<file path="src/design/dgcd_pkg.sv">
// shared constants, types and tables of the dtmf command decoder
// no dependencies; imported by the front end, back end and top level
package dgcd_pkg;

  localparam int SAMPLE_BITS_DEF = 12;
  localparam int ACC_BITS_DEF    = 32;
  localparam int DC_SHIFT_DEF    = 6;

  localparam int QSHIFT      = 14;
  localparam int NTONES      = 8;
  localparam int TONE_BITS   = 3;
  localparam int COEF_BITS   = 16;
  localparam int ENERGY_BITS = 40;
  localparam int AGE_BITS    = 18;
  localparam int CODE_BITS   = 5;
  localparam int CMD_BITS    = 4;
  localparam int CNT_BITS    = 4;
  localparam int FRAME_BITS  = 8;
  localparam int POW_BITS    = 51;
  localparam int QUEUE_DEPTH = 4;

  localparam int CFG_IDX_BITS  = 3;
  localparam int CFG_DATA_BITS = 40;

  // register indexes on the configuration port
  localparam logic [CFG_IDX_BITS-1:0] CFG_FRAME_LENGTH   = 3'd0;
  localparam logic [CFG_IDX_BITS-1:0] CFG_MIN_ENERGY     = 3'd1;
  localparam logic [CFG_IDX_BITS-1:0] CFG_STABLE_NEEDED  = 3'd2;
  localparam logic [CFG_IDX_BITS-1:0] CFG_RELEASE_NEEDED = 3'd3;
  localparam logic [CFG_IDX_BITS-1:0] CFG_PREFIX_TIMEOUT = 3'd4;

  // command codes
  localparam logic [CMD_BITS-1:0] CMD_NONE    = 4'd0;
  localparam logic [CMD_BITS-1:0] CMD_START   = 4'd1;
  localparam logic [CMD_BITS-1:0] CMD_STOP    = 4'd2;
  localparam logic [CMD_BITS-1:0] CMD_ID      = 4'd3;
  localparam logic [CMD_BITS-1:0] CMD_ONCE    = 4'd4;
  localparam logic [CMD_BITS-1:0] CMD_FOX     = 4'd5;
  localparam logic [CMD_BITS-1:0] CMD_WARBLE  = 4'd6;
  localparam logic [CMD_BITS-1:0] CMD_SWEEP   = 4'd7;
  localparam logic [CMD_BITS-1:0] CMD_RESTART = 4'd8;
  localparam logic [CMD_BITS-1:0] CMD_CANCEL  = 4'd9;

  localparam logic [CODE_BITS-1:0] CODE_NONE = 5'd0;
  localparam logic [CODE_BITS-1:0] CODE_STAR = 5'd13;

  typedef struct packed {
    logic [FRAME_BITS-1:0]  frame_length;
    logic [ENERGY_BITS-1:0] min_energy;
    logic [CNT_BITS-1:0]    stable_needed;
    logic [CNT_BITS-1:0]    release_needed;
    logic [AGE_BITS-1:0]    prefix_timeout;
  } cfg_t;

  // result word, first field in the highest bits
  typedef struct packed {
    logic                 armed;
    logic [CMD_BITS-1:0]  command_code;
    logic                 command_ready;
    logic [CODE_BITS-1:0] held_digit;
    logic                 latch_event;
    logic [CODE_BITS-1:0] frame_digit;
  } res_t;

  // q14 goertzel coefficients, four row tones then four column tones
  function automatic logic [COEF_BITS-1:0] tone_coef(input logic [TONE_BITS-1:0] t);
    logic [COEF_BITS-1:0] c;
    unique case (t)
      3'd0: c = 16'd27980;
      3'd1: c = 16'd26956;
      3'd2: c = 16'd25701;
      3'd3: c = 16'd24154;
      3'd4: c = 16'd19073;
      3'd5: c = 16'd16325;
      3'd6: c = 16'd13085;
      3'd7: c = 16'd9279;
    endcase
    return c;
  endfunction

  // digit code to command after the star prefix
  function automatic logic [CMD_BITS-1:0] command_of(input logic [CODE_BITS-1:0] code);
    logic [CMD_BITS-1:0] c;
    case (code)
      5'd1:    c = CMD_START;
      5'd2:    c = CMD_ID;
      5'd3:    c = CMD_RESTART;
      5'd5:    c = CMD_ONCE;
      5'd6:    c = CMD_FOX;
      5'd7:    c = CMD_WARBLE;
      5'd9:    c = CMD_SWEEP;
      5'd14:   c = CMD_STOP;
      5'd15:   c = CMD_CANCEL;
      default: c = CMD_NONE;
    endcase
    return c;
  endfunction

endpackage

</file>
<file path="src/design/dgcd_front.sv">
// front end: takes samples, tracks and removes dc, classifies keyed words
// depends on dgcd_pkg
module dgcd_front #(
  parameter int SAMPLE_BITS = 12,
  parameter int DC_SHIFT    = 6,
  parameter int TDATA_BITS  = 16
) (
  input  logic                   clk,
  input  logic                   rst_n,
  input  logic                   in_tvalid,
  output logic                   in_tready,
  input  logic [TDATA_BITS-1:0]  in_tdata,
  input  logic                   in_tuser,
  input  logic                   q_full,
  output logic                   q_push,
  output logic [SAMPLE_BITS+1:0] q_data
);

  import dgcd_pkg::*;

  localparam int CW = SAMPLE_BITS + 1;

  logic [SAMPLE_BITS-1:0] dc_r, dc_nxt, s;
  logic signed [CW-1:0]   diff, step, centered;

  assign s = in_tdata[SAMPLE_BITS-1:0];

  // first-order dc tracker
  always_comb begin
    diff     = $signed({1'b0, s}) - $signed({1'b0, dc_r});
    step     = diff >>> DC_SHIFT;
    dc_nxt   = dc_r + step[SAMPLE_BITS-1:0];
    centered = $signed({1'b0, s}) - $signed({1'b0, dc_nxt});
  end

  assign in_tready = !q_full;
  assign q_push    = in_tvalid && !q_full;
  assign q_data    = in_tuser ? {1'b1, {CW{1'b0}}} : {1'b0, centered};

  // dc estimate is kept across keyed words
  always_ff @(posedge clk) begin
    if (!rst_n) begin
      dc_r <= SAMPLE_BITS'(1) << (SAMPLE_BITS - 1);
    end else if (q_push && !in_tuser) begin
      dc_r <= dc_nxt;
    end
  end

endmodule

</file>
<file path="config.mk">
export PLATFORM = sky130hd
export DESIGN_NAME = dgcd_front
export DESIGN_NICKNAME = d
export VERILOG_FILES = /design/src/design/dgcd_pkg.sv /design/src/design/dgcd_front.sv
export SDC_FILE = /design/constraint.sdc
export NUM_CORES = 1
export LEC_CHECK = 0
export BUFFER_PORTS_ARGS = -buffer_cell sky130_fd_sc_hd__buf_4
export CORE_MARGIN = 2
export CORE_UTILIZATION = 34
export DETAILED_ROUTE_END_ITERATION = 12
export GPL_TIMING_DRIVEN = 0
export PLACE_DENSITY = 0.63
export SLEW_MARGIN = 0
export SYNTH_ARGS = -nofsm -noshare
export SYNTH_HDL_FRONTEND = slang
export SYNTH_SLANG_ARGS = --single-unit
export TNS_END_PERCENT = 5
</file>
<file path="constraint.sdc">
create_clock -name clk -period 8.6 [get_ports clk]
set_input_delay 1.29 -clock clk [delete_from_list [all_inputs] [get_ports clk]]
set_output_delay 1.29 -clock clk [all_outputs]
set_load 0.02 [all_outputs]
</file>
==> flow_summary.yaml <==
route:
  dr.first_iter.drc_count: 92
  dr.pass1.iters: 4
  drc: 0
  detail_route.wl_per_cell_um: 12.1
  vias: 1962
  finalWirelength_um: 4630
  viasPerCell: 5.15
  drtAntennaViolNets: 0
clock_tree:
  cts_resized: 0
  hold_buffers: 0
  cts.clk_slew.worst_paths_ns: 0.05
  post-cts-setup-buffer-count: 0
  cts_sinks: 12
  clk_path_buf_depth: 2
  cts_tree: "built"
  cts_buffers: 3
  cts-htree-levels: 1
  insertion_delay_ns: 0.25
  clock-root-buffer: "clkbuf_8"
setup_path:
  critPathLaunchType: "input port"
  crit_path_end_kind: "output port"
  r2r-end: "dc_r[11]"
  criticalPathCategory: "in2out"
  cp.required_ns: 7.31
  r2r_start: "dc_r[3]"
  cp_max_fo: 5
  reg2reg_depth: 19
  rrSetupSlack_ns: 4.33
  cp_data_arrival_time_ns: 6.36
timing:
  tightest_slew_ns: 0.470
  tns_ns: 0
  hold_violations: 0
  finClkSkew_ns: 0.00223
  timing.fmax_mhz: 131
  fin_ws_ns: 0.946
  final.min_clock_period_ns: 7.65
  setup_viol: 0
  slew_violations: 0
  rsz0062_at_grt: "no"
  max_slew_margin_pct: 68.4
  post-route-period-util_pct: 89.0
final_layout:
  fin_util_pct: 41.0
  top_register: "dc_r"
  largest_reg_flops: 12
  layout_common_cells: "buf_4, ha_1, nor2_1, inv_1, nand2_1"
  nNetsFinal: 362
  fill_cells: 625
  drive_gt1_share_pct: 16.0
  layout.cells.non_filler: 381
  largestRegisters: "dc_r x12"
  n_antenna_cell: 0
  final_common_cell: "buf_4"
  area_growth_pct: 18.2
  final_area_um2: 2390
logic_synthesis:
  async_flop_share_pct: 0
  synth.avg_cell_area_um2: 7.42
  synthDistinctLibCells: 53
  netlist_instances: 272
  syn-num-nets: 326
  synth_edf_count: 0
  yosysWarnings: 0
  ys_seq_elements: 12
  ys_seq_area_share_pct: 11.9
  synth.cell_area_um2: 2020
  yosys_most_used_dff: "dfxtp_1"
power_and_ir_drop:
  peakVddDrop_uv: 83.9
  leakagePower_nw: 1.12
  power.density_nw_per_um2: 211
placement:
  placed_cell_area_um2: 2340
  placed_cells: 378
  gp_congestion: 0.798
  hpwl_um: 4010
  place_ws_ns: 0.975
  place.port_buffers: 31
floorplan:
  dieArea_um2: 6570
  die_w_um: 81.0
  ioPinCount: 37
  rows: 28
  die_h_um: 81.0
  core_um2: 5820
  start_util_pct: 34.7
grt:
  grt_pass1_wl_um: 7810
  antenna_found_initial: 0
  grt_use_total_pct: 15.1
  grt_overflow: 0
  grt_max_degree: 11
  grt_pass1_vias: 1681
hold_path:
  hold_path_depth: 2
  hold_end: "dc_r[0]"
  holdCritStartpoint: "dc_r[0]"
  hold_path.class: "reg2reg"
job:
  max_cap_violations: 0
status:
  outcome: "complete, no violations"
## worst max-delay path, cell delays in order
cell and delay, ns:
buf_4 0.12, ha_1 0.29, a21o_1 0.15, a21oi_1 0.12, o21ai_0 0.17, a21oi_1 0.26
nor2b_1 0.09, or2_2 0.30, a21oi_1 0.18, xnor2_1 0.15, ha_1 0.30, o21ai_1 0.19
o21bai_1 0.11, a21oi_1 0.19, xor2_1 0.27, ha_1 0.35, and3_1 0.21, a211o_1 0.32
maj3_2 0.34, maj3_2 0.34, a21oi_2 0.13, mux2_1 0.33, buf_4 0.16
## where the power goes
group,switching (mW),internal [mW]
Combinational,0.214,0.174
Clock,0.0216,0.0310
Sequential,0.00313,0.0597
## Yosys cell counts, types with 2 or more instances
cell type | instances | share of area, %
a311oi_1 | 2 | 0.87
nor2_1 | 26 | 4.8
nand3_1 | 4 | 0.99
inv_1 | 23 | 4.3
ha_1 | 31 | 19
and3_1 | 4 | 1.2
a21o_1 | 9 | 3.3
dfxtp_1 | 12 | 12
nor2b_1 | 7 | 2.2
and2_1 | 7 | 2.2
o31ai_1 | 3 | 1.1
nor3_1 | 3 | 0.74
a21oi_1 | 16 | 4.0
a31oi_1 | 4 | 1.2
o21ai_0 | 13 | 3.2
clkbuf_1 | 6 | 1.1
and4_1 | 2 | 0.87
xor2_1 | 10 | 4.3
nand2_1 | 22 | 4.1
o21a_1 | 7 | 2.6
or2_2 | 3 | 0.93
maj3_2 | 3 | 1.7
mux2i_1 | 2 | 0.99
o21ai_1 | 3 | 0.74
xnor2_1 | 13 | 5.6
a31o_2 | 3 | 1.3
fa_1 | 2 | 2.0
o21bai_1 | 2 | 0.74
nand2b_1 | 5 | 1.5
nand4_1 | 2 | 0.62
## how the worst max path moves through the flow
stage | startpoint | end | slack, ns
3_3_place_gp | in_tdata[3] | q_data[12] | 0.97
4_1_cts | in_tdata[3] | q_data[10] | 0.96
6_report | in_tdata[3] | q_data[10] | 0.95
5_1_grt | in_tdata[3] | q_data[12] | 0.62
3_5_place_dp | in_tdata[3] | q_data[10] | 0.98
2_1_floorplan | in_tdata[3] | q_data[12] | 1.43
## layer usage
layer	vias to the layer above	share of wire (%)	global-route usage (%)
li1	1031	-	-
met1	883	48	21.0
met2	43	46	24.3
met3	5	4.3	1.00
met4	0	1.6	5.59
met5	-	0	0
## layout make-up
class | count | area (µm²) | area share [%]
multi-input combinational | 228 | 1650 | 69.3
buffer | 9 | 38.8 | 1.63
timing repair buffer | 31 | 233 | 9.75
sequential | 12 | 240 | 10.1
clock buffer | 3 | 41.3 | 1.73
tap | 75 | 93.8 | 3.93
inverter | 23 | 86.3 | 3.62
## through the flow
| stage | hold WS, ns | total power [mW] |
|---|---|---|
| detailed placement | 0.511 | 0.451 |
| CTS | 0.518 | 0.506 |
| global placement | 0.486 | 0.448 |
| floorplan | 0.461 | 0.353 |
| global route | 0.536 | 0.552 |
| finish | 0.515 | 0.504 |
## cell families after synthesis
logic type | synth area share [%]
fa+ha+maj | 22.9
mux | 1.55
xor+xnor | 9.98
flops | 11.9
buf+inv | 6.20
simple gates | 22.8
compound gates | 24.7
Note: power is estimated with default switching activity, not from simulation.
