==> src/design/dgcd_queue.sv <==
// small first-in first-out queue between the front and the back
// depends on nothing but its parameters
module dgcd_queue #(
  parameter int WIDTH = 14,
  parameter int DEPTH = 4
) (
  input  logic             clk,
  input  logic             rst_n,
  input  logic             push,
  input  logic [WIDTH-1:0] push_data,
  output logic             full,
  input  logic             pop,
  output logic [WIDTH-1:0] pop_data,
  output logic             empty
);

  localparam int PTR_BITS = (DEPTH > 1) ? $clog2(DEPTH) : 1;
  localparam int CNT_W    = $clog2(DEPTH + 1);

  logic [WIDTH-1:0]    mem_r [DEPTH];
  logic [PTR_BITS-1:0] wr_ptr_r, rd_ptr_r;
  logic [CNT_W-1:0]    count_r;
  logic                do_push, do_pop;

  assign full     = (count_r == CNT_W'(DEPTH));
  assign empty    = (count_r == '0);
  assign do_push  = push && !full;
  assign do_pop   = pop && !empty;
  assign pop_data = mem_r[rd_ptr_r];

  // storage
  always_ff @(posedge clk) begin
    if (do_push) begin
      mem_r[wr_ptr_r] <= push_data;
    end
  end

  // pointers and fill count
  always_ff @(posedge clk) begin
    if (!rst_n) begin
      wr_ptr_r <= '0;
      rd_ptr_r <= '0;
      count_r  <= '0;
    end else begin
      if (do_push) begin
        wr_ptr_r <= (wr_ptr_r == PTR_BITS'(DEPTH - 1)) ? '0 : wr_ptr_r + 1'b1;
      end
      if (do_pop) begin
        rd_ptr_r <= (rd_ptr_r == PTR_BITS'(DEPTH - 1)) ? '0 : rd_ptr_r + 1'b1;
      end
      if (do_push && !do_pop) begin
        count_r <= count_r + 1'b1;
      end else if (do_pop && !do_push) begin
        count_r <= count_r - 1'b1;
      end
    end
  end

endmodule

==> config.mk <==
export PLATFORM = sky130hd
export DESIGN_NAME = dgcd_queue
export DESIGN_NICKNAME = d
export VERILOG_FILES = /design/src/design/dgcd_queue.sv
export SDC_FILE = /design/constraint.sdc
export NUM_CORES = 1
export LEC_CHECK = 0
export BUFFER_PORTS_ARGS = -buffer_cell sky130_fd_sc_hd__buf_2
export CORE_MARGIN = 2
export CORE_UTILIZATION = 50
export CTS_CLUSTER_DIAMETER = 120
export DETAILED_ROUTE_END_ITERATION = 7
export MAX_ROUTING_LAYER = met4
export PLACE_DENSITY_LB_ADDON = 0.05
export SLEW_MARGIN = 20
export SYNTH_ARGS = -nofsm -noshare
export SYNTH_HDL_FRONTEND = slang
export SYNTH_SLANG_ARGS = --single-unit
==> constraint.sdc <==
create_clock -name clk -period 2 [get_ports clk]
set_input_delay 0.2 -clock clk [delete_from_list [all_inputs] [get_ports clk]]
set_output_delay 0.2 -clock clk [all_outputs]
set_load 0.02 [all_outputs]
==> reports/metrics.csv, run 1 <==
metric,value,unit
status,"finished, final reports clean",
hold_ws,0.0823,ns
cts-htree-levels,3,
grt_first_pass_wirelength,6.13,mm
slew_viol_final,0,
clockBufferDepth,2,
r2r-start,count_r[1],
yosys.area_share.adder,3.78,%
diodes,0,
syn-mean-instance-area,20.3,um2
synth_ff_type,edfxtp_1,
yosysMostFrequentCell,edfxtp_1,
maxCapViolCount,0,
cts.sinks,65,
synth-compound-area-share,1.19,%
antenna_found_initial,0,
vias_per_cell,5.09,
required,2.25,ns
min_period,1.91,ns
synthTopCellsByArea,"edfxtp_1 (67%), mux4_2 (13%), dfxtp_1 (7.2%)",
rr_worst_depth,7,
drive_gt1_share,44.2,%
synthMuxAreaShare,13.7,%
setup_viol,0,
place_congestion,0.771,
hold_end,mem_r[0][8],
synth_commonest_cells,"edfxtp_1 (56), mux4_2 (14), dfxtp_1 (9)",
ir_worst_vdd,0.636,mV
worstHoldStart,push_data[8],
start_util,52.5,%
dp.final_hpwl,2.72,mm
vias,1262,
die_h,74.9,um
synth_cell_types,24,
synth_edf_count,56,
cts-hold-fix-buffers,0,
worstMarginPinSlew,0.304,ns
synthCells,124,
holdCritPathClass,in2reg,
ys_seq_area_share,74.1,%
io_buffers,33,
ys_warn_count,0,
drt_wl_total,4.08,mm
synth_nets,149,
rr_endpoint,count_r[2],
firstDrtPassIters,6,
dp_cells,231,
drtIter0Drc,74,
max_freq,524,MHz
min_path_cells,1,
synth_top_area_share,66.9,%
design.core.area,0.00479,mm2
ant_nets,0,
grt_max_degree,15,
syn_area,0.00251,mm2
cts_tree,built,
async_reset_ff_share,0,%
arrival,2.16,ns
chipWidth,74.9,um
synth_top_family_by_area,multiplexers,
setup_tns,0,ns
synth_seq_cells,65,
cp-end-kind,flop,
grt_pass1_vias,1266,
pwr_density_cell,1260,mW/mm2
cts-buffers-inserted,9,
clock_latency,0.33,ns
maxSlewHeadroom,79.7,%
p_leak,0.00109,uW
start_kind,flop,
path_clk_slew,0.07,ns
synthSimpleGateAreaFrac,4.28,%
clockRootBuffer,clkbuf_8,
ioPinCount,34,
area_growth,20.5,%
wl_per_cell,16.5,um
rows,25,
grt_overflow,0,
synth_largest_area_cell,edfxtp_1,
fin_crit_sh,95.4,%
drc,0,
num-nets-final,201,
finClkSkew,0.00704,ns
track_usage,17.2,%
crit_type,reg2reg,
rsz0062_at_grt,no,
yosys.area_share.xor_xnor,0.697,%
ff2ff_setup_slack,0.09,ns
hold_viol,0,
dieArea,0.00561,mm2
crit_fanout,5,
finalNonFillerCells,248,
-- placed cells by master, fill, tap and decap left out, drive strengths merged, types with 3 or more instances in the layout --
cell type  synthesis  layout
inv                3       3
dfxtp              9       9
mux4              14      14
buf                4      46
and2               5       5
ha                 6       6
nand2              6       6
o21ai              3       3
mux2i              3       3
edfxtp            56      56
clkbuf             1      16
-- power breakdown --
group	switching, uW	total (uW)	internal (uW)
Sequential	97.6	1760	1670
Combinational	571	1080	505
Clock	427	982	554
Total	1100	3820	2730
-- kinds of logic after synthesis --
| group | count (synthesis) |
|---|---|
| buffers and inverters | 8 |
| XOR/XNOR | 2 |
| adder cells (fa/ha/maj) | 7 |
| flip-flops | 65 |
| AND/OR/NAND/NOR | 20 |
| AO/OA/AOI/OAI | 5 |
| multiplexers | 17 |
-- flip-flops by register name, indices dropped and copies added, names as in the netlist, named ones only --
register,count
count_r,3
mem_r,56
rd_ptr_r,2
wr_ptr_r,2
-- through the flow --
stage | utilization (%) | total power [uW] | setup WS [ns] | cell area, um2
final | 63.3 | 3820 | 0.0919 | 3030
after global routing | 63.3 | 4030 | 0.00522 | 3030
after CTS | 63.2 | 3870 | 0.00200 | 3020
after detailed placement | 59.0 | 2860 | -0.0436 | 2820
after global placement | 59.0 | 2810 | 0.0802 | 2820
after floorplan | - | 2540 | 0.000992 | 2530
-- how the worst max path moves through the flow --
stage / startpoint / end / slack [ns] / depth (start not counted)
finish: count_r[1] / count_r[2] / 0.09 / 7
detailed placement: count_r[2] / count_r[2] / -0.04 / 8
CTS: count_r[2] / count_r[2] / 0.002 / 8
floorplan: count_r[2] / count_r[2] / 0.001 / 9
global route: count_r[0] / count_r[2] / 0.005 / 8
global placement: count_r[1] / count_r[2] / 0.08 / 7
-- cell type report --
cell class	instances	area, um2
clock buffers	16	180
fillers	362	1760
inverters	3	11.3
multi-input cells	51	623
flip-flops and latches	65	1870
well taps	67	83.8
repair buffers	46	263
-- critical path, cell delays in order, from the launching register on --
cell,delay (ns)
dfxtp_4,0.38
o31ai_4,0.25
ha_2,0.22
inv_1,0.05
fa_2,0.33
xor2_1,0.15
or3_1,0.31
a21boi_1,0.14
-- repair_timing --
action | CTS | global route
buffers inserted | 1 | 0
setup endpoints to repair | 1 | 1
gates resized for setup | 2 | 4
pin swaps | 1 | 1
-- per-layer routing --
| metal | track usage, % | routed length (um) | vias up |
|---|---|---|---|
| li1 | - | - | 592 |
| met1 | 20.9 | 1780 | 635 |
| met2 | 25.3 | 2070 | 24 |
| met3 | 4.55 | 127 | 11 |
| met4 | 11.1 | 102 | 0 |
| met5 | - | 0 | - |
Power figures use the tool's default switching activity.
==> run 2, diff against run 1 <==
- CORE_MARGIN: 2 -> not set
- SETUP_SLACK_MARGIN: not set -> 0.4
==> reports/metrics.csv, run 2 (synthesis gave the netlist of run 1 again) <==
metric,value,unit,change
fin_crit_sh,94.3,%,was 95.4%
grt_overflow,0,,unchanged
chipWidth,72.9,um,was 74.9 um
start_kind,flop,,unchanged
firstDrtPassIters,4,,was 6
clockBufferDepth,2,,unchanged
worstMarginPinSlew,0.241,ns,was 0.304 ns
grt_pass1_vias,1382,,was 1266
min_period,1.89,ns,was 1.91 ns
dieArea,0.00532,mm2,was 0.00561 mm2
grt_first_pass_wirelength,6.60,mm,was 6.13 mm
clock_latency,0.34,ns,was 0.33 ns
ff2ff_setup_slack,0.11,ns,was 0.09 ns
cts-htree-levels,3,,unchanged
max_freq,530,MHz,was 524 MHz
rsz0062_at_grt,yes,,was no
ioPinCount,34,,unchanged
crit_type,reg2reg,,unchanged
wl_per_cell,17.0,um,was 16.5 um
pwr_density_cell,1350,mW/mm2,was 1260 mW/mm2
rr_endpoint,count_r[2],,unchanged
cp-end-kind,flop,,unchanged
status,"finished, final reports clean",,unchanged
vias_per_cell,5.17,,was 5.09
largest_reg_flops,56,,unchanged
crit_family,simple AND/OR/NAND/NOR gates,,was adder cells
finClkSkew,0.00700,ns,was 0.00704 ns
start_util,52.5,%,unchanged
regMostFlops,mem_r,,unchanged
crit_chain,"nor3b_4, nor2b_2, ha_4, inv_2, fa_2, xor2_1, or3_1, a21boi_1",,"was o31ai_4, ha_2, inv_1, fa_2, xor2_1, or3_1, a21boi_1"
drt_wl_total,4.21,mm,was 4.08 mm
required,2.26,ns,was 2.25 ns
cts-buffers-inserted,9,,unchanged
vias,1278,,was 1262
critical-path-max-stage-delay,0.35,ns,was 0.38 ns
ir_worst_vdd,0.825,mV,was 0.636 mV
crit_end,count_r[2],,unchanged
maxSlewHeadroom,83.7,%,was 79.7%
r2r-start,count_r[2],,was count_r[1]
slew_viol_final,0,,unchanged
io_buffers,33,,unchanged
critPathSlowestCell,dfxtp_2,,was dfxtp_4
drtIter0Drc,44,,was 74
multi_input_area,633,um2,was 623 um2
antenna_found_initial,0,,unchanged
drc,0,,unchanged
setup_tns,0,ns,unchanged
area_growth,28.2,%,was 20.5%
startpoint,count_r[2],,was count_r[1]
cts_tree,built,,unchanged
clockRootBuffer,clkbuf_8,,unchanged
hold_viol,0,,unchanged
maxCapViolCount,0,,unchanged
holdCritPathClass,in2reg,,unchanged
largest_registers,"mem_r: 56 flops, count_r: 3 flops",,unchanged
place_congestion,0.743,,was 0.771
setup_viol,0,,unchanged
mostFrequentLayoutCells,"edfxtp_1 (56), buf_2 (19), buf_6 (18)",,"was edfxtp_1 (56), buf_2 (33), mux4_2 (14)"
diodes,0,,unchanged
track_usage,19.1,%,was 17.2%
cts.sinks,65,,unchanged
seqCellArea,0.00187,mm2,about the same
p_leak,0.00115,uW,was 0.00109 uW
cp_num_cells,8,,was 7
design.core.area,0.00479,mm2,unchanged
fillers,334,,was 362
dp.final_hpwl,2.62,mm,was 2.72 mm
arrival,2.15,ns,was 2.16 ns
rr_worst_depth,8,,was 7
die_h,72.9,um,was 74.9 um
num-nets-final,200,,was 201
rows,25,,unchanged
path_clk_slew,0.07,ns,about the same
crit_fanout,5,,unchanged
drive_gt1_share,47.8,%,was 44.2%
ant_nets,0,,unchanged
crit_buf_inv,1,,unchanged
grt_max_degree,15,,unchanged
layout_commonest_cell,edfxtp_1,,unchanged
p_total,4360,uW,was 3820 uW
==> run 2: cell types whose count changed in the layout (fill, tap and decap cells not counted), moves of 3 or more <==
cell      previous run  this run
buf_2               33        19
buf_4               13         5
buf_6                0        18
clkbuf_1             4         0
clkbuf_8            12         9
==> run 2: timing repair <==
item / CTS / global route
buffers inserted: 3 / 1
gates resized for setup: 9 / 31
pin swaps: 1 / 0
hold buffers: 0 / 0
setup endpoints to repair: 72 / 58
gates cloned: 1 / 0
==> run 2: worst min path at each step <==
stage,slack [ns],cells after the start,start,end
after global routing,0.06,1,push_data[8],mem_r[0][8]
after detailed placement,0.42,1,push_data[1],mem_r[3][1]
final,0.07,1,push_data[11],mem_r[3][11]
after CTS,0.06,1,push_data[6],mem_r[2][6]
after floorplan,0.30,0,push_data[0],mem_r[0][0]
after global placement,0.41,1,push_data[13],mem_r[0][13]
==> run 2: area by class of cell <==
cell class | instances | share of cell area, %
clock buffers | 9 | 3.84
well taps | 67 | 2.60
repair buffers | 45 | 12.5
multi-input cells | 51 | 19.6
clock inverters | 7 | 2.95
inverters | 3 | 0.349
flip-flops and latches | 65 | 58.1
==> run 2: power breakdown <==
part | switching, uW | total, uW | internal [uW]
combinational | 621 | 1370 | 752
clock | 501 | 1200 | 700
sequential | 110 | 1780 | 1670
==> run 2: metrics by stage <==
step,utilization (%),cell area [um2],hold slack [ns],cells,worst slack [ns]
3_5_place_dp,58.7,2810,0.418,226,0.0551
2_1_floorplan,-,2560,0.299,124,0.134
4_1_cts,64.8,3100,0.0619,246,0.133
6_report,67.3,3220,0.0742,247,0.114
5_1_grt,67.3,3220,0.0610,247,0.0111
3_3_place_gp,58.7,2810,0.410,226,0.126
==> run 2: metal layers <==
metal  vias up  routed length (um)  global-route usage, %  part of all wire, %
met1       651                1660                   20.1                   40
met5         -                   0                      -                    0
met3         9                 135                   5.52                  3.2
li1        592                   -                      -                    -
met4         0                 104                   11.1                  2.5
met2        26                2300                   32.1                   55
==> run 2: worst register-to-register path: cells and delay by family, from the launching register on <==
family	cells	cell delay, ns
adders and majority gates	2	0.50
AOI/OAI and AO/OA	1	0.11
buffers and inverters	1	0.03
xor gates and xnor gates	1	0.16
and+or+nand+nor	3	0.66
DFF	1	0.35
